**config.mk**
```make
export PLATFORM = sky130hd
export DESIGN_NAME = board_tile_distance_flat
export DESIGN_NICKNAME = d
export VERILOG_FILES = /design/src/hdl/bdt_pkg.sv /design/src/hdl/bdt_in_if.sv /design/src/hdl/bdt_out_if.sv /design/src/hdl/bdt_front.sv /design/src/hdl/bdt_fifo.sv /design/src/hdl/bdt_back.sv /design/src/hdl/board_tile_distance.sv /design/src/flat_wrapper.sv
export VERILOG_INCLUDE_DIRS = /design/src /design/src/hdl
export SDC_FILE = /design/constraint.sdc
export NUM_CORES = 1
export LEC_CHECK = 0
export BUFFER_PORTS_ARGS = -buffer_cell sky130_fd_sc_hd__buf_4
export CAP_MARGIN = 20
export CORE_ASPECT_RATIO = 2
export CORE_MARGIN = 1.5
export CORE_UTILIZATION = 50
export CTS_CLUSTER_SIZE = 12
export DETAILED_ROUTE_END_ITERATION = 12
export PLACE_DENSITY = 0.64
export SYNTH_ARGS = -nofsm -noshare
export SYNTH_HDL_FRONTEND = slang
export SYNTH_SLANG_ARGS = --single-unit
```
**constraint.sdc**
```tcl
create_clock -name clk -period 13.3 [get_ports clk]
set_input_delay 1.33 -clock clk [delete_from_list [all_inputs] [get_ports clk]]
set_output_delay 1.33 -clock clk [all_outputs]
set_load 0.01 [all_outputs]
```
**src/hdl/board_tile_distance_assert.svh**
```systemverilog
// Assertion macros for the tile distance block.
`ifndef BOARD_TILE_DISTANCE_ASSERT_SVH
`define BOARD_TILE_DISTANCE_ASSERT_SVH

// Check that cons holds in the same cycle as ante.
`define BDT_ASSERT_SAME(label, clk, rst_n, ante, cons, msg) \
  label: assert property (@(posedge clk) disable iff (!rst_n) (ante) |-> (cons)) \
    else $error(msg);

// Check that cons holds in the cycle after ante.
`define BDT_ASSERT_NEXT(label, clk, rst_n, ante, cons, msg) \
  label: assert property (@(posedge clk) disable iff (!rst_n) (ante) |=> (cons)) \
    else $error(msg);

`endif

```
**src/hdl/bdt_pkg.sv**
```systemverilog
// Shared types and constants of the tile distance block.
`timescale 1ns / 1ps
`default_nettype none

package bdt_pkg;

  localparam int POS_W    = 8;
  localparam int ROW_W    = POS_W - 1;
  localparam int SQ_W     = 2 * ROW_W + 1;
  localparam int SUM_W    = 21;
  localparam int DIM_W    = 5;
  localparam int METRIC_W = 2;
  localparam int CFG_IDX_W = 1;
  localparam int Q_DEPTH  = 2;
  localparam int Q_PTR_W  = $clog2(Q_DEPTH);

  localparam logic [CFG_IDX_W-1:0] CFG_BOARD_DIM = 1'b0;
  localparam logic [CFG_IDX_W-1:0] CFG_METRIC    = 1'b1;

  localparam logic [METRIC_W-1:0] METRIC_EUCLID    = 2'd0;
  localparam logic [METRIC_W-1:0] METRIC_MANHATTAN = 2'd1;
  localparam logic [METRIC_W-1:0] METRIC_HAMMING   = 2'd2;

  localparam logic [DIM_W-1:0] DIM_RESET    = 5'd3;
  localparam logic [DIM_W-1:0] DIM_MIN      = 5'd2;
  localparam logic [METRIC_W-1:0] METRIC_RESET = METRIC_MANHATTAN;

  typedef struct packed {
    logic [ROW_W-1:0] dx;
    logic [ROW_W-1:0] dy;
    logic             neq;
    logic             last;
  } tile_t;

endpackage

`default_nettype wire

```
**src/hdl/bdt_in_if.sv**
```systemverilog
// Input request channel: one tile's cell indices on both boards.
`timescale 1ns / 1ps
`default_nettype none

interface bdt_in_if import bdt_pkg::*; ();
  logic             valid;
  logic             ready;
  logic [POS_W-1:0] pos_a;
  logic [POS_W-1:0] pos_b;
  logic             last;

  modport source (output valid, output pos_a, output pos_b, output last, input ready);
  modport sink (input valid, input pos_a, input pos_b, input last, output ready);
endinterface

`default_nettype wire

```
**src/hdl/bdt_out_if.sv**
```systemverilog
// Result request channel: total distance of a board pair.
`timescale 1ns / 1ps
`default_nettype none

interface bdt_out_if import bdt_pkg::*; ();
  logic             valid;
  logic             ready;
  logic [SUM_W-1:0] distance;

  modport source (output valid, output distance, input ready);
  modport sink (input valid, input distance, output ready);
endinterface

`default_nettype wire

```
**src/hdl/bdt_front.sv**
```systemverilog
// Front end: accept a tile, split both indices into row and column, queue the deltas.
`timescale 1ns / 1ps
`default_nettype none

module bdt_front import bdt_pkg::*; #(
  parameter int MAX_DIM = 16
) (
  input  wire logic             clk,
  input  wire logic             rst_n,
  input  wire logic [DIM_W-1:0] board_dim,
  bdt_in_if.sink                in_tile,
  output tile_t                 push_data,
  output logic                  push,
  input  wire logic             full
);

  localparam int DIV_W = $clog2(MAX_DIM + 1);
  localparam int CNT_W = $clog2(POS_W);

  typedef enum logic [1:0] {F_IDLE, F_DIV, F_PUSH} fstate_t;

  fstate_t          state_r;
  logic [CNT_W-1:0] cnt_r;
  logic [DIV_W-1:0] side_r;
  logic [POS_W-1:0] dvd_a_r, dvd_b_r;
  logic [DIV_W-1:0] rem_a_r, rem_b_r;
  logic             neq_r;
  logic             last_r;

  logic [DIV_W-1:0] side_nxt;
  logic [DIV_W:0]   trial_a, trial_b;
  logic             ge_a, ge_b;
  logic [DIV_W-1:0] rem_a_nxt, rem_b_nxt;
  logic [DIV_W-1:0] dcol;
  logic [POS_W-1:0] drow;

  always_comb begin
    if (board_dim < DIM_MIN) begin
      side_nxt = DIV_W'(DIM_MIN);
    end else if (board_dim > DIM_W'(MAX_DIM)) begin
      side_nxt = DIV_W'(MAX_DIM);
    end else begin
      side_nxt = DIV_W'(board_dim);
    end
  end

  always_comb begin
    trial_a   = {rem_a_r, dvd_a_r[POS_W-1]};
    trial_b   = {rem_b_r, dvd_b_r[POS_W-1]};
    ge_a      = trial_a >= {1'b0, side_r};
    ge_b      = trial_b >= {1'b0, side_r};
    rem_a_nxt = ge_a ? DIV_W'(trial_a - {1'b0, side_r}) : DIV_W'(trial_a);
    rem_b_nxt = ge_b ? DIV_W'(trial_b - {1'b0, side_r}) : DIV_W'(trial_b);
  end

  always_comb begin
    dcol = (rem_a_r >= rem_b_r) ? (rem_a_r - rem_b_r) : (rem_b_r - rem_a_r);
    drow = (dvd_a_r >= dvd_b_r) ? (dvd_a_r - dvd_b_r) : (dvd_b_r - dvd_a_r);
    push_data.dx   = ROW_W'(dcol);
    push_data.dy   = drow[ROW_W-1:0];
    push_data.neq  = neq_r;
    push_data.last = last_r;
  end

  assign push          = (state_r == F_PUSH) && !full;
  assign in_tile.ready = (state_r == F_IDLE) && rst_n;

  always_ff @(posedge clk) begin
    if (!rst_n) begin
      state_r <= F_IDLE;
      cnt_r   <= '0;
    end else begin
      unique case (state_r)
        F_IDLE: begin
          if (in_tile.valid) begin
            side_r  <= side_nxt;
            dvd_a_r <= in_tile.pos_a;
            dvd_b_r <= in_tile.pos_b;
            rem_a_r <= '0;
            rem_b_r <= '0;
            neq_r   <= in_tile.pos_a != in_tile.pos_b;
            last_r  <= in_tile.last;
            cnt_r   <= CNT_W'(POS_W - 1);
            state_r <= F_DIV;
          end
        end
        F_DIV: begin
          rem_a_r <= rem_a_nxt;
          rem_b_r <= rem_b_nxt;
          dvd_a_r <= {dvd_a_r[POS_W-2:0], ge_a};
          dvd_b_r <= {dvd_b_r[POS_W-2:0], ge_b};
          cnt_r   <= cnt_r - 1'b1;
          if (cnt_r == '0) begin
            state_r <= F_PUSH;
          end
        end
        F_PUSH: begin
          if (!full) begin
            state_r <= F_IDLE;
          end
        end
        default: state_r <= F_IDLE;
      endcase
    end
  end

endmodule

`default_nettype wire

```
**src/hdl/bdt_fifo.sv**
```systemverilog
// Two-entry queue of tile deltas between front and back end.
`timescale 1ns / 1ps
`default_nettype none

module bdt_fifo import bdt_pkg::*; (
  input  wire logic clk,
  input  wire logic rst_n,
  input  wire logic push,
  input  tile_t     push_data,
  output logic      full,
  input  wire logic pop,
  output tile_t     pop_data,
  output logic      avail
);

  tile_t              mem_r [Q_DEPTH];
  logic [Q_PTR_W-1:0] wr_ptr_r, rd_ptr_r;
  logic [Q_PTR_W:0]   count_r;

  assign full     = count_r == (Q_PTR_W + 1)'(Q_DEPTH);
  assign avail    = count_r != '0;
  assign pop_data = mem_r[rd_ptr_r];

  always_ff @(posedge clk) begin
    if (push) begin
      mem_r[wr_ptr_r] <= push_data;
    end
  end

  always_ff @(posedge clk) begin
    if (!rst_n) begin
      wr_ptr_r <= '0;
      rd_ptr_r <= '0;
      count_r  <= '0;
    end else begin
      if (push) begin
        wr_ptr_r <= wr_ptr_r + 1'b1;
      end
      if (pop) begin
        rd_ptr_r <= rd_ptr_r + 1'b1;
      end
      if (push && !pop) begin
        count_r <= count_r + 1'b1;
      end else if (pop && !push) begin
        count_r <= count_r - 1'b1;
      end
    end
  end

endmodule

`default_nettype wire

```
**src/hdl/bdt_back.sv**
```systemverilog
// Back end: form the tile term (bit-serial root for Euclidean), accumulate, emit total.
`timescale 1ns / 1ps
`default_nettype none

module bdt_back import bdt_pkg::*; #(
  parameter int FRACTION_BITS = 8
) (
  input  wire logic                clk,
  input  wire logic                rst_n,
  input  wire logic [METRIC_W-1:0] metric,
  input  tile_t                    pop_data,
  input  wire logic                avail,
  output logic                     pop,
  bdt_out_if.source                out_total
);

  localparam int RT_W  = (SQ_W + 2 * FRACTION_BITS + 1) / 2;
  localparam int RAD_W = 2 * RT_W;
  localparam int CNT_W = $clog2(RT_W);

  typedef enum logic [1:0] {B_IDLE, B_ROOT, B_ADD} bstate_t;

  bstate_t          state_r;
  logic [CNT_W-1:0] cnt_r;
  logic [RAD_W-1:0] rad_r;
  logic [RT_W:0]    rem_r;
  logic [RT_W-1:0]  root_r;
  logic [SUM_W-1:0] term_r;
  logic [SUM_W-1:0] sum_r;
  logic             last_r;
  logic             out_valid_r;
  logic [SUM_W-1:0] distance_r;

  logic [SQ_W-1:0]  sq;
  logic [RT_W+2:0]  rem_t;
  logic [RT_W+2:0]  trial;
  logic             take;
  logic [SUM_W:0]   sum_ext;
  logic [SUM_W-1:0] sum_sat;
  logic             out_free;
  logic             emit;

  always_comb begin
    sq = SQ_W'(pop_data.dx) * SQ_W'(pop_data.dx) + SQ_W'(pop_data.dy) * SQ_W'(pop_data.dy);
  end

  always_comb begin
    rem_t = {rem_r, rad_r[RAD_W-1 -: 2]};
    trial = (RT_W + 3)'({root_r, 2'b01});
    take  = rem_t >= trial;
  end

  always_comb begin
    sum_ext = {1'b0, sum_r} + {1'b0, term_r};
    sum_sat = sum_ext[SUM_W] ? {SUM_W{1'b1}} : sum_ext[SUM_W-1:0];
  end

  assign out_free           = !out_valid_r || out_total.ready;
  assign emit               = (state_r == B_ADD) && last_r && out_free;
  assign pop                = (state_r == B_IDLE) && avail;
  assign out_total.valid    = out_valid_r;
  assign out_total.distance = distance_r;

  always_ff @(posedge clk) begin
    if (!rst_n) begin
      state_r     <= B_IDLE;
      cnt_r       <= '0;
      sum_r       <= '0;
      out_valid_r <= 1'b0;
    end else begin
      if (emit) begin
        out_valid_r <= 1'b1;
      end else if (out_valid_r && out_total.ready) begin
        out_valid_r <= 1'b0;
      end
      unique case (state_r)
        B_IDLE: begin
          if (avail) begin
            last_r <= pop_data.last;
            unique case (metric)
              METRIC_EUCLID: begin
                rad_r   <= RAD_W'(sq) << (2 * FRACTION_BITS);
                rem_r   <= '0;
                root_r  <= '0;
                cnt_r   <= CNT_W'(RT_W - 1);
                state_r <= B_ROOT;
              end
              METRIC_MANHATTAN: begin
                term_r  <= SUM_W'({1'b0, pop_data.dx} + {1'b0, pop_data.dy}) << FRACTION_BITS;
                state_r <= B_ADD;
              end
              default: begin
                term_r  <= SUM_W'(pop_data.neq) << FRACTION_BITS;
                state_r <= B_ADD;
              end
            endcase
          end
        end
        B_ROOT: begin
          rad_r  <= rad_r << 2;
          rem_r  <= take ? (RT_W + 1)'(rem_t - trial) : (RT_W + 1)'(rem_t);
          root_r <= {root_r[RT_W-2:0], take};
          cnt_r  <= cnt_r - 1'b1;
          if (cnt_r == '0) begin
            term_r  <= SUM_W'({root_r[RT_W-2:0], take});
            state_r <= B_ADD;
          end
        end
        B_ADD: begin
          if (!last_r) begin
            sum_r   <= sum_sat;
            state_r <= B_IDLE;
          end else if (out_free) begin
            distance_r <= sum_sat;
            sum_r      <= '0;
            state_r    <= B_IDLE;
          end
        end
        default: state_r <= B_IDLE;
      endcase
    end
  end

endmodule

`default_nettype wire

```
**src/hdl/board_tile_distance.sv**
```systemverilog
// Each request carries one tile's cell index on two square boards; the block splits both
// indices into row and column by a restoring divide (one quotient bit per cycle) in the front
// end, queues the deltas, and the back end adds one term per tile to a saturating sum with
// FRACTION_BITS fraction bits, emitting the total on the tile marked last.
// The front end takes a new tile only once the last one is pushed, and the back end pops a
// new tile only once the last term is added. A Euclidean tile holds the back end longer, in
// the bit-serial square root that resolves one root bit per cycle. Sustained rate is the
// slower of the two halves. A two-entry queue between the halves and the result register
// let input be taken while a total waits.
`timescale 1ns / 1ps
`default_nettype none

`include "board_tile_distance_assert.svh"

module board_tile_distance import bdt_pkg::*; #(
  parameter int MAX_DIM       = 16,
  parameter int FRACTION_BITS = 8
) (
  input  wire logic                 clk,
  input  wire logic                 rst_n,
  bdt_in_if.sink                    in_tile,
  bdt_out_if.source                 out_total,
  input  wire logic                 cfg_we,
  input  wire logic [CFG_IDX_W-1:0] cfg_idx,
  input  wire logic [DIM_W-1:0]     cfg_wdata
);

  logic [DIM_W-1:0]    board_dim_r;
  logic [METRIC_W-1:0] metric_r;

  tile_t push_data;
  tile_t pop_data;
  logic  push, full, pop, avail;

  always_ff @(posedge clk) begin
    if (!rst_n) begin
      board_dim_r <= DIM_RESET;
      metric_r    <= METRIC_RESET;
    end else if (cfg_we) begin
      unique case (cfg_idx)
        CFG_BOARD_DIM: board_dim_r <= cfg_wdata;
        CFG_METRIC:    metric_r    <= cfg_wdata[METRIC_W-1:0];
        default: ;
      endcase
    end
  end

  bdt_front #(
    .MAX_DIM(MAX_DIM)
  ) u_front (
    .clk       (clk),
    .rst_n     (rst_n),
    .board_dim (board_dim_r),
    .in_tile   (in_tile),
    .push_data (push_data),
    .push      (push),
    .full      (full)
  );

  bdt_fifo u_fifo (
    .clk       (clk),
    .rst_n     (rst_n),
    .push      (push),
    .push_data (push_data),
    .full      (full),
    .pop       (pop),
    .pop_data  (pop_data),
    .avail     (avail)
  );

  bdt_back #(
    .FRACTION_BITS(FRACTION_BITS)
  ) u_back (
    .clk       (clk),
    .rst_n     (rst_n),
    .metric    (metric_r),
    .pop_data  (pop_data),
    .avail     (avail),
    .pop       (pop),
    .out_total (out_total)
  );

  `BDT_ASSERT_SAME(a_no_push_full, clk, rst_n, push, !full, "push into full queue")
  `BDT_ASSERT_SAME(a_no_pop_empty, clk, rst_n, pop, avail, "pop from empty queue")
  `BDT_ASSERT_NEXT(a_busy_after_req, clk, rst_n, in_tile.valid && in_tile.ready, !in_tile.ready, "front ready while dividing")

endmodule

`default_nettype wire
```
**src/flat_wrapper.sv**
```systemverilog
// flat-port wrapper written by rule: the top's interface ports become plain ports
module board_tile_distance_flat import bdt_pkg::*;
#(
  parameter int MAX_DIM       = 16,
  parameter int FRACTION_BITS = 8
)
  (clk, rst_n, cfg_we, cfg_idx, cfg_wdata, in_tile_valid, in_tile_pos_a, in_tile_pos_b, in_tile_last, in_tile_ready, out_total_valid, out_total_distance, out_total_ready);
  bdt_in_if in_tile_i ();
  bdt_out_if out_total_i ();
  input  wire logic clk;
  input  wire logic rst_n;
  input  wire logic cfg_we;
  input  wire logic [CFG_IDX_W-1:0] cfg_idx;
  input  wire logic [DIM_W-1:0] cfg_wdata;
  input wire logic [$bits(in_tile_i.valid)-1:0] in_tile_valid;
  input wire logic [$bits(in_tile_i.pos_a)-1:0] in_tile_pos_a;
  input wire logic [$bits(in_tile_i.pos_b)-1:0] in_tile_pos_b;
  input wire logic [$bits(in_tile_i.last)-1:0] in_tile_last;
  output wire logic [$bits(in_tile_i.ready)-1:0] in_tile_ready;
  output wire logic [$bits(out_total_i.valid)-1:0] out_total_valid;
  output wire logic [$bits(out_total_i.distance)-1:0] out_total_distance;
  input wire logic [$bits(out_total_i.ready)-1:0] out_total_ready;
  assign in_tile_i.valid = in_tile_valid;
  assign in_tile_i.pos_a = in_tile_pos_a;
  assign in_tile_i.pos_b = in_tile_pos_b;
  assign in_tile_i.last = in_tile_last;
  assign in_tile_ready = in_tile_i.ready;
  assign out_total_valid = out_total_i.valid;
  assign out_total_distance = out_total_i.distance;
  assign out_total_i.ready = out_total_ready;
  board_tile_distance #(.MAX_DIM(MAX_DIM), .FRACTION_BITS(FRACTION_BITS)) u_core (.clk(clk), .rst_n(rst_n), .in_tile(in_tile_i), .out_total(out_total_i), .cfg_we(cfg_we), .cfg_idx(cfg_idx), .cfg_wdata(cfg_wdata));
endmodule
```
==> key figures, run 1 <==
Timing
  • Final period utilization: around half
  • Slew headroom: 32.5%
  • Max-slew violations: 0
  • RSZ-0062 raised after global routing: false
  • Setup TNS Final: 0 ns
  • Slew at the pin closest to its max-slew limit: roughly 1 ns
  • Final worst path period need: around 6.7 ns
  • Final hold violations: 0
  • Worst clock skew: roughly 0.012 ns
  • Final worst slack: 6.59 ns
  • Final number of setup-violating endpoints: 0
  • Max Fclk: between 0.1 and 0.15 GHz

Layout
  • Area grow syn2layout: 10.4%
  • Filler cells: 2239
  • Register Area: roughly 0.0053 mm2
  • Area of the multi-input gates: 0.00665 mm2
  • Design Area, Final: ~0.014 mm2
  • Ratio of cells with drive above 1 in the final layout: under 10%
  • Antenna diodes: 0
  • Final net count: around 1500

Global route
  • Vias in the first global route: around 9000
  • Global route overflow: 0
  • Wire length of the first global-routing pass: 45.1 mm
  • Largest net degree at the start of global routing: 43
  • Initial antenna violation count: 0
  • GR Util All Layers: a little under a quarter

Status
  • Outcome: completed

Power and ir drop
  • Final Total Pwr: ~2.9 mW
  • Max VDD drop: 0.138 mV
  • PwrDens: 207 mW/mm2
  • Leakage: 6.01 nW

Job
  • Max capacitance violation total: 0

Routing
  • Drt first-iter violations: about 420
  • Detailed Route WL: ~29 mm
  • Residual DRC count: 0
  • Wirelength per Cell: ~18 um
  • Detailed-route via count: approximately 9000
  • Number of nets with antenna violations after routing: 0
  • Initial DRT Pass Iterations: 5
  • Routed vias/inst: around 5.5

Synth
  • Post-synth EDFFs: 148
  • Synth Warn #: 0
  • Main area contributors after synthesis: edfxtp_1 (35%), ha_1 (12%), dfxtp_1 (7.2%), fa_1 (5.7%), nor2_1 (4.2%)
  • Syn Inst Count: 1229
  • Register bit count reported by yosys: between 150 and 200
  • Unique cell type count in the Yosys netlist: 73
  • Synth Flop Type: edfxtp_1
  • Mapped Avg Cell Area: about 10 um2
  • Register area share after synthesis: ~42%
  • Netlist area before placement: about 0.013 mm2
  • Cell accounting for the most synthesized area: edfxtp_1
  • Asr flop ratio synth: 0%
  • Synth top cells by count: edfxtp_1 (148), nor2_1 (140), ha_1 (122), inv_1 (122), nand2_1 (90)
  • Most numerous cell in the Yosys netlist: edfxtp_1
  • Post-synth top area share: 35.3%
  • Net Count, Synth: ~1400

Setup path
  • Flop2flop setup slack: 6.59 ns
  • RR Endpoint: u_core.u_back.rad_r[28]
  • Crit start category: register
  • Critical Path End: u_core.u_back.rad_r[28]
  • Crit Path Category: reg2reg
  • Critical Path RT: 13.51 ns
  • Reg2reg path depth: 20
  • CP Max Fanout: 15
  • CP Capture Type: register
  • Worst path arrival time: 6.92 ns

Clocking
  • Setup Buffers After CTS: 0
  • Max Buffers Root-to-Sink: 2
  • CTS tree: done
  • Clk sinks: approximately 190
  • Clk slew on worst S/H paths: roughly 0.07 ns
  • CTS Hold Bufs: 0
  • Clock Tree Root: clkbuf_16
  • CTS resizes: 0
  • Clk_lat worst skew: about 0.46 ns
  • TritonCTS Buffers: 17
  • H-tree depth: 4

Floorplan
  • Die span in y: approximately 230 um
  • Die ar.: roughly 0.026 mm2
  • Initial core utilization: between 50% and 60%
  • Core Region: ~0.025 mm2
  • Cell row count: 82
  • Io pins: 51
  • Die Span X: around 120 um

Placed design
  • Post-DP Area: between 0.01 and 0.015 mm2
  • GP Congestion: ~0.95
  • # port buffers: 50
  • DP Worst Slack: approximately 6.6 ns
  • Dpl hpwl: 22.9 mm

Hold path
  • Hold Crit Class: reg2reg
[cell families (layout without fill, tap and decap cells)]
logic type      after synthesis  in the layout  share of synthesized area [%]
flops                       193            193                           42.4
mux                          46             46                           3.70
simple gates                348            348                           12.6
buf+inv                     158            214                           4.91
compound gates              261            261                           14.0
fa+ha+maj                   158            158                           17.8
xor+xnor                     65             65                           4.52
[cell type report]
class | count | area share, %
multi-input cells | 878 | 47.8
clock buffers | 17 | 3.06
clock inverters | 15 | 1.15
repair buffers | 60 | 3.24
inverters | 122 | 3.29
flip-flops and latches | 193 | 38.4
well taps | 336 | 3.02
[sequential cells by signal, indices dropped and copies added (netlist names), 4 cells and up, named ones only]
register and cells:
u_core.u_front.dvd_a_r 8, u_core.u_front.rem_b_r 5, u_core.u_back.out_total.distance 21, u_core.u_back.rad_r 16
u_core.u_front.side_r 5, u_core.u_back.cnt_r 4, u_core.u_back.rem_r 17, u_core.u_back.root_r 16
u_core.u_back.term_r 16, u_core.u_front.rem_a_r 5, u_core.board_dim_r 5, u_core.u_back.sum_r 21
u_core.u_fifo.mem_r 28, u_core.u_front.dvd_b_r 8
[how the worst min path moves through the flow]
stage	start	to	cells past startpoint
final	u_core.u_front.last_r	u_core.u_fifo.mem_r[0][0]	0
after global routing	u_core.u_front.last_r	u_core.u_fifo.mem_r[0][0]	0
after CTS	u_core.u_front.last_r	u_core.u_fifo.mem_r[0][0]	0
after detailed placement	u_core.u_front.last_r	u_core.u_fifo.mem_r[1][0]	0
after global placement	u_core.u_front.neq_r	u_core.u_fifo.mem_r[0][1]	0
after floorplan	u_core.u_front.last_r	u_core.u_fifo.mem_r[0][0]	0
[layout by cell type (no fill, tap or decap), drive strengths merged, types with 17 or more instances in the layout]
master,Yosys,layout
xnor2,34,34
xor2,31,31
ha,122,122
o21ai,61,61
clkbuf,27,17
a211oi,18,18
nand2,90,90
fa,36,36
a21oi,65,65
nor2b,24,24
nor2,140,140
inv,122,125
mux2i,42,42
dfxtp,45,45
a21o,25,25
edfxtp,148,148
buf,9,60
[layer usage]
| layer | vias to the layer above | global-route usage (%) | routed length (um) |
|---|---|---|---|
| li1 | 4391 | - | - |
| met1 | 4353 | 19.1 | 9280 |
| met2 | 152 | 47.1 | 16900 |
| met3 | 74 | 3.09 | 493 |
| met4 | 0 | 16.0 | 1930 |
| met5 | - | 0 | 0 |
[report_power, final]
| part | internal [mW] | switching [mW] | leakage (nW) |
|---|---|---|---|
| sequential | 0.805 | 0.0455 | 1.74 |
| clock | 0.279 | 0.242 | 0.281 |
| combinational | 0.652 | 0.853 | 3.99 |
| total | 1.74 | 1.14 | 6.01 |
[critical path, stage by stage (launching register included)]
cell      delay, ns
dfxtp_1        0.85
mux2i_1        0.45
inv_1          0.16
nand2_1        0.15
fa_1           0.45
fa_1           0.49
fa_1           0.51
inv_1          0.05
fa_1           0.48
inv_1          0.06
fa_1           0.49
fa_1           0.51
inv_1          0.04
ha_1           0.32
a21o_1         0.17
a21oi_1        0.26
o21ai_0        0.12
o211a_1        0.16
o311ai_0       0.45
and3_1         0.22
o31ai_1        0.06
[metrics by stage]
stage | utilization (%) | std cells | hold WS (ns)
floorplan | - | 1229 | 0.421
global placement | 53.4 | 1589 | 0.427
detailed placement | 53.4 | 1589 | 0.438
CTS | 55.8 | 1621 | 0.445
global route | 55.8 | 1621 | 0.475
finish | 55.8 | 1621 | 0.449
No activity file was read; power rests on OpenSTA's default activity.
==> inputs of run 2 (changes only) <==
Settings changed: ABC_AREA from default to 1.
Clock period 13.3 ns to 6.5 ns, I/O delays scaled along.
==> key figures, run 2 <==
Synth
  • Register area share after synthesis: 39.8% (-2.7 points)
  • Syn Inst Count: 1571 (+28%)
  • Post-synth EDFFs: 148 (unchanged)
  • Synth top cells by count: nand2_1 (342), inv_1 (235), nor2_1 (156)
  • Register bit count reported by yosys: 193 (unchanged)
  • Synth Warn #: 0 (unchanged)
  • Synth Flop Type: edfxtp_1
  • Main area contributors after synthesis: edfxtp_1 (33%), ha_1 (11%), nand2_1 (9.6%), dfxtp_1 (6.7%), inv_1 (6.6%)
  • Unique cell type count in the Yosys netlist: 56 (-23%)
  • Asr flop ratio synth: 0% (unchanged)
  • Cell accounting for the most synthesized area: edfxtp_1
  • Net Count, Synth: 1757 (+24%)
  • Netlist area before placement: 0.0134 mm2 (+6.7%)
  • Post-synth top area share: 33.1% (-2.2 points)
  • Most numerous cell in the Yosys netlist: nand2_1
  • Mapped Avg Cell Area: 8.56 um2 (-16%)

Timing
  • Slew at the pin closest to its max-slew limit: 1.03 ns (+0.0189 ns)
  • Final worst slack: 0.705 ns (-5.88 ns)
  • Worst clock skew: 0.0120 ns (-0.000512 ns)
  • Final period utilization: 89.2% (+39 points)
  • Hold_ws: 0.372 ns (-0.0775 ns)
  • Slew headroom: 30.3% (-2.3 points)
  • Final worst path period need: 5.79 ns (-0.916 ns)
  • Max Fclk: 0.173 GHz (+16%)
  • Setup TNS Final: 0 ns (unchanged)
  • Max-slew violations: 0 (unchanged)
  • RSZ-0062 raised after global routing: false
  • Final hold violations: 0 (unchanged)
  • Final number of setup-violating endpoints: 0 (unchanged)

Status
  • Outcome: completed

Layout
  • Register Area: 0.00535 mm2 (unchanged)
  • Largest register by flop count: u_core.u_fifo.mem_r
  • Max reg flops: 28 (unchanged)
  • Most common cell after layout, fill and taps aside: nand2_1
  • Most frequent cells in the layout: nand2_1 (342), inv_1 (235), nor2_1 (153)
  • Antenna diodes: 0 (unchanged)
  • Final net count: 1808 (+24%)
  • Filler cells: 2480 (+11%)
  • Ratio of cells with drive above 1 in the final layout: 11.4% (+2.3 points)
  • Area of the multi-input gates: 0.00704 mm2 (+5.9%)
  • Area grow syn2layout: 10.0%

Global route
  • Vias in the first global route: 10600 (+14%)
  • Met1 Use GR: 20.4% (+1.4 points)
  • Wire length of the first global-routing pass: 50.3 mm (+12%)
  • Global route overflow: 0 (unchanged)
  • Global Route met3 Usage: 2.79% (-0.30 points)
  • Grt met2 use: 47.2% (+0.095 points)
  • GR Util All Layers: 23.0% (+0.10 points)
  • Initial antenna violation count: 0 (unchanged)
  • Largest net degree at the start of global routing: 50 (+16%)
  • Grt peak-use layer: met2

Setup path
  • Crit Path Category: reg2reg
  • Flop2flop setup slack: 0.71 ns (-5.88 ns)
  • CP Capture Type: register
  • Worst path arrival time: 5.99 ns (-0.93 ns)
  • Critical Path RT: 6.69 ns (-6.82 ns)
  • Crit start category: register
  • RR Endpoint: u_core.u_back.rad_r[29]
  • CP Max Fanout: 14 (-1)
  • Reg2reg path depth: 22 (+10%)

Routing
  • Wirelength per Cell: 15.5 um (-12%)
  • Drt first-iter violations: 470 (+13%)
  • Detailed Route WL: 30.8 mm (+7.6%)
  • Routed vias/inst: 5.26 (-5.0%)
  • Detailed-route via count: 10400 (+16%)
  • Residual DRC count: 0 (unchanged)
  • Number of nets with antenna violations after routing: 0 (unchanged)
  • Initial DRT Pass Iterations: 5 (unchanged)

Clocking
  • Clk sinks: 193 (unchanged)
  • Clk slew on worst S/H paths: 0.07 ns (about the same)
  • Max Buffers Root-to-Sink: 2 (unchanged)
  • Clk_lat worst skew: 0.45 ns (about the same)
  • H-tree depth: 4 (unchanged)
  • TritonCTS Buffers: 17 (unchanged)
  • Clock Tree Root: clkbuf_16
  • CTS tree: done
  • CTS resizes: 0 (unchanged)
  • Setup Buffers After CTS: 0 (unchanged)
  • CTS Hold Bufs: 0 (unchanged)

Hold path
  • Hold Crit Class: in2reg
  • Hold Path End: u_core.u_front.last_r
  • Worst Min Path Start: in_tile_last
  • Worst Hold Path Cells: 1 (+1)

Floorplan
  • Initial core utilization: 51.0% (+0.44 points)
  • Die span in y: 235 um (+3.3%)
  • Core Region: 0.0264 mm2 (+5.8%)
  • Die ar.: 0.0279 mm2 (+6.6%)
  • Die Span X: 119 um (+3.2%)
  • Io pins: 51 (unchanged)
  • Cell row count: 84 (+2.4%)

Placed design
  • GP Congestion: 0.979 (+2.8%)
  • Dpl hpwl: 24.8 mm (+8.2%)
  • DP Worst Slack: 0.721 ns (-5.86 ns)
  • # port buffers: 50 (unchanged)

Job
  • Max capacitance violation total: 0 (unchanged)
[run 2: worst max-delay path by stage]
| stage | end | depth (start not counted) |
|---|---|---|
| floorplan | u_core.u_back.rad_r[29] | 25 |
| finish | u_core.u_back.rad_r[29] | 22 |
| CTS | u_core.u_back.rad_r[29] | 22 |
| global route | u_core.u_back.rad_r[29] | 22 |
| detailed placement | u_core.u_back.rad_r[29] | 23 |
| global placement | u_core.u_back.rad_r[29] | 23 |
[run 2: layer usage]
layer  part of all wire (%)  up-vias
met2                     59      166
met3                    1.8       92
met4                    5.8        0
met5                      0        -
met1                     33     4892
li1                       -     5256
[run 2: cell families after synthesis]
group | share of synthesized area [%]
AO/OA/AOI/OAI | 10.8
XOR/XNOR | 3.32
adder cells (fa/ha/maj) | 16.7
buffers and inverters | 8.00
flip-flops | 39.8
AND/OR/NAND/NOR | 21.4
[run 2: per-stage QoR]
| step | util [%] | instances | cell area (um2) |
|---|---|---|---|
| 2_1_floorplan | - | 1571 | 13400 |
| 3_3_place_gp | 53.8 | 1947 | 14200 |
| 3_5_place_dp | 53.8 | 1947 | 14200 |
| 4_1_cts | 56.0 | 1979 | 14800 |
| 5_1_grt | 56.0 | 1979 | 14800 |
| 6_report | 56.0 | 1979 | 14800 |
[run 2: worst max-delay path, cell delays in order (launching register included)]
cell,delay (ns)
dfxtp_1,0.33
buf_4,0.19
o21ai_0,0.42
inv_1,0.14
nand2_1,0.19
fa_1,0.46
fa_1,0.49
fa_1,0.51
inv_1,0.05
fa_1,0.47
inv_1,0.05
fa_1,0.49
fa_1,0.51
inv_1,0.04
ha_1,0.36
a21oi_1,0.20
nand2_1,0.12
nand2_1,0.10
nand2_1,0.07
nand2_1,0.06
nand2_1,0.06
xnor2_1,0.14
o21ai_0,0.08
[run 2: final cells by class]
class,count,share of cell area (%)
Clock buffer,18,2.90
Clock inverter,14,1.13
Inverter,240,6.09
Multi-Input combinational cell,1107,47.6
Sequential cell,193,36.2
Tap cell,344,2.91
Timing Repair Buffer,63,3.20
Power of run 2 is left out: the tool's default activity adds up to more than one toggle a clock period on the data nets, which glitch-free logic cannot reach.
==> inputs of run 3 (changes only) <==
==> constraint.sdc (replaced) <==
create_clock -name clk -period 6.5 [get_ports clk]
set_input_delay 0 -clock clk [delete_from_list [all_inputs] [get_ports clk]]
set_output_delay 0 -clock clk [all_outputs]
set_load 0.01 [all_outputs]
==> key figures, run 3 (synthesis results as in run 2) <==
Status
  • Outcome: completed

Floorplan
  • Die Span X: 119 um (unchanged)
  • Die ar.: 0.0279 mm2 (unchanged)
  • Die span in y: 235 um (unchanged)
  • Io pins: 51 (unchanged)
  • Initial core utilization: 51.0% (unchanged)
  • Core Region: 0.0264 mm2 (unchanged)
  • Cell row count: 84 (unchanged)

Clocking
  • Clk_lat worst skew: 0.45 ns (about the same)
  • H-tree depth: 4 (unchanged)
  • Clk slew on worst S/H paths: 0.07 ns (about the same)
  • TritonCTS Buffers: 17 (unchanged)
  • CTS tree: done
  • CTS resizes: 0 (unchanged)
  • Max Buffers Root-to-Sink: 2 (unchanged)
  • Setup Buffers After CTS: 0 (unchanged)
  • Clock Tree Root: clkbuf_16
  • CTS Hold Bufs: 31 (+31)
  • Clk sinks: 193 (unchanged)

Timing
  • Final worst slack: 0.681 ns (-0.0245 ns)
  • Slew at the pin closest to its max-slew limit: 1.01 ns (-0.0200 ns)
  • Max Fclk: 0.172 GHz (-0.42%)
  • Final worst path period need: 5.82 ns (+0.0245 ns)
  • Slew headroom: 31.6% (+1.4 points)
  • Worst clock skew: 0.0113 ns (-0.000693 ns)
  • Max-slew violations: 0 (unchanged)
  • RSZ-0062 raised after global routing: false
  • Final number of setup-violating endpoints: 0 (unchanged)
  • Setup TNS Final: 0 ns (unchanged)
  • Final period utilization: 89.5% (+0.38 points)
  • Final hold violations: 0 (unchanged)

Routing
  • Detailed Route WL: 31.1 mm (+1.0%)
  • Detailed-route via count: 10500 (+0.97%)
  • Wirelength per Cell: 15.5 um (-0.51%)
  • Initial DRT Pass Iterations: 5 (unchanged)
  • Number of nets with antenna violations after routing: 0 (unchanged)
  • Residual DRC count: 0 (unchanged)
  • Drt first-iter violations: 449 (-4.5%)
  • Routed vias/inst: 5.23 (-0.59%)

Placed design
  • DP Worst Slack: 0.721 ns (unchanged)
  • Post-DP Area: 0.0142 mm2 (unchanged)
  • Dpl hpwl: 24.8 mm (unchanged)
  • # port buffers: 50 (unchanged)
  • # placed instances: 1947 (unchanged)
  • GP Congestion: 0.979 (unchanged)

Layout
  • Antenna diodes: 0 (unchanged)
  • Most common cell after layout, fill and taps aside: nand2_1
  • Design Area, Final: 0.0151 mm2 (+2.1%)
  • Ratio of cells with drive above 1 in the final layout: 11.2% (-0.21 points)
  • Non-Filler Instances: 2010 (+1.6%)
  • Max reg flops: 28 (unchanged)
  • Most frequent cells in the layout: nand2_1 (342), inv_1 (235), nor2_1 (153)
  • Area grow syn2layout: 12.3%
  • Final net count: 1839 (+1.7%)
  • Largest register by flop count: u_core.u_fifo.mem_r

Setup path
  • Crit Path Category: reg2reg
  • Critical Path RT: 6.69 ns (about the same)
  • Crit start category: register
  • CP Capture Type: register
  • Worst path arrival time: 6.01 ns (+0.02 ns)
  • CP Max Fanout: 14 (unchanged)

Global route
  • Vias in the first global route: 10700 (+1.7%)
  • Global route overflow: 0 (unchanged)
  • GR Util All Layers: 23.4% (+0.34 points)
  • Wire length of the first global-routing pass: 51.1 mm (+1.5%)
  • Initial antenna violation count: 0 (unchanged)
  • Largest net degree at the start of global routing: 50 (unchanged)

Hold path
  • Hold Crit Class: in2reg

Job
  • Max capacitance violation total: 0 (unchanged)
==> run 3: final cells by class <==
cell class,count,area (um2)
tap,344,430
sequential,193,5350
clock inverter,14,168
clock buffer,18,429
inverter,240,901
multi-input combinational,1107,7040
fill,2424,11300
timing repair buffer,94,783
==> run 3: critical path: stages (launching register included) <==
cell	delay (ns)
dfxtp_1	0.32
buf_4	0.19
o21ai_0	0.44
inv_1	0.14
nand2_1	0.19
fa_1	0.46
fa_1	0.49
fa_1	0.51
inv_1	0.05
fa_1	0.47
inv_1	0.05
fa_1	0.49
fa_1	0.51
inv_1	0.04
ha_1	0.36
a21oi_1	0.20
nand2_1	0.12
nand2_1	0.10
nand2_1	0.07
nand2_1	0.06
nand2_1	0.06
xnor2_1	0.14
o21ai_0	0.08
==> run 3: metrics by stage <==
step / util (%) / hold slack [ns]
2_1_floorplan: - / 0.0989
3_3_place_gp: 53.8 / 0.185
3_5_place_dp: 53.8 / 0.185
4_1_cts: 57.2 / 0.0129
5_1_grt: 57.2 / 0.0981
6_report: 57.2 / 0.0397
==> run 3: final timing paths <==
kind,slack [ns],endpoint,from,cells past startpoint
setup / recovery,0.68,u_core.u_back.rad_r[29],register,22
hold / removal,0.04,u_core.board_dim_r[2],cfg_we,5
setup reg to reg,0.68,u_core.u_back.rad_r[29],register,22
hold reg to reg,0.45,u_core.u_fifo.mem_r[1][0],u_core.u_front.last_r,0
==> run 3: metal layers <==
metal | wire, um | part of all wire (%) | vias to the layer above | GRT usage (%)
li1 | - | - | 5318 | -
met4 | 1800 | 5.8 | 0 | 14.2
met5 | 0 | 0 | - | 0
met2 | 18400 | 59 | 169 | 48.1
met3 | 511 | 1.6 | 94 | 2.79
met1 | 10400 | 33 | 4926 | 20.7
Power of run 3 is left out for the same reason.
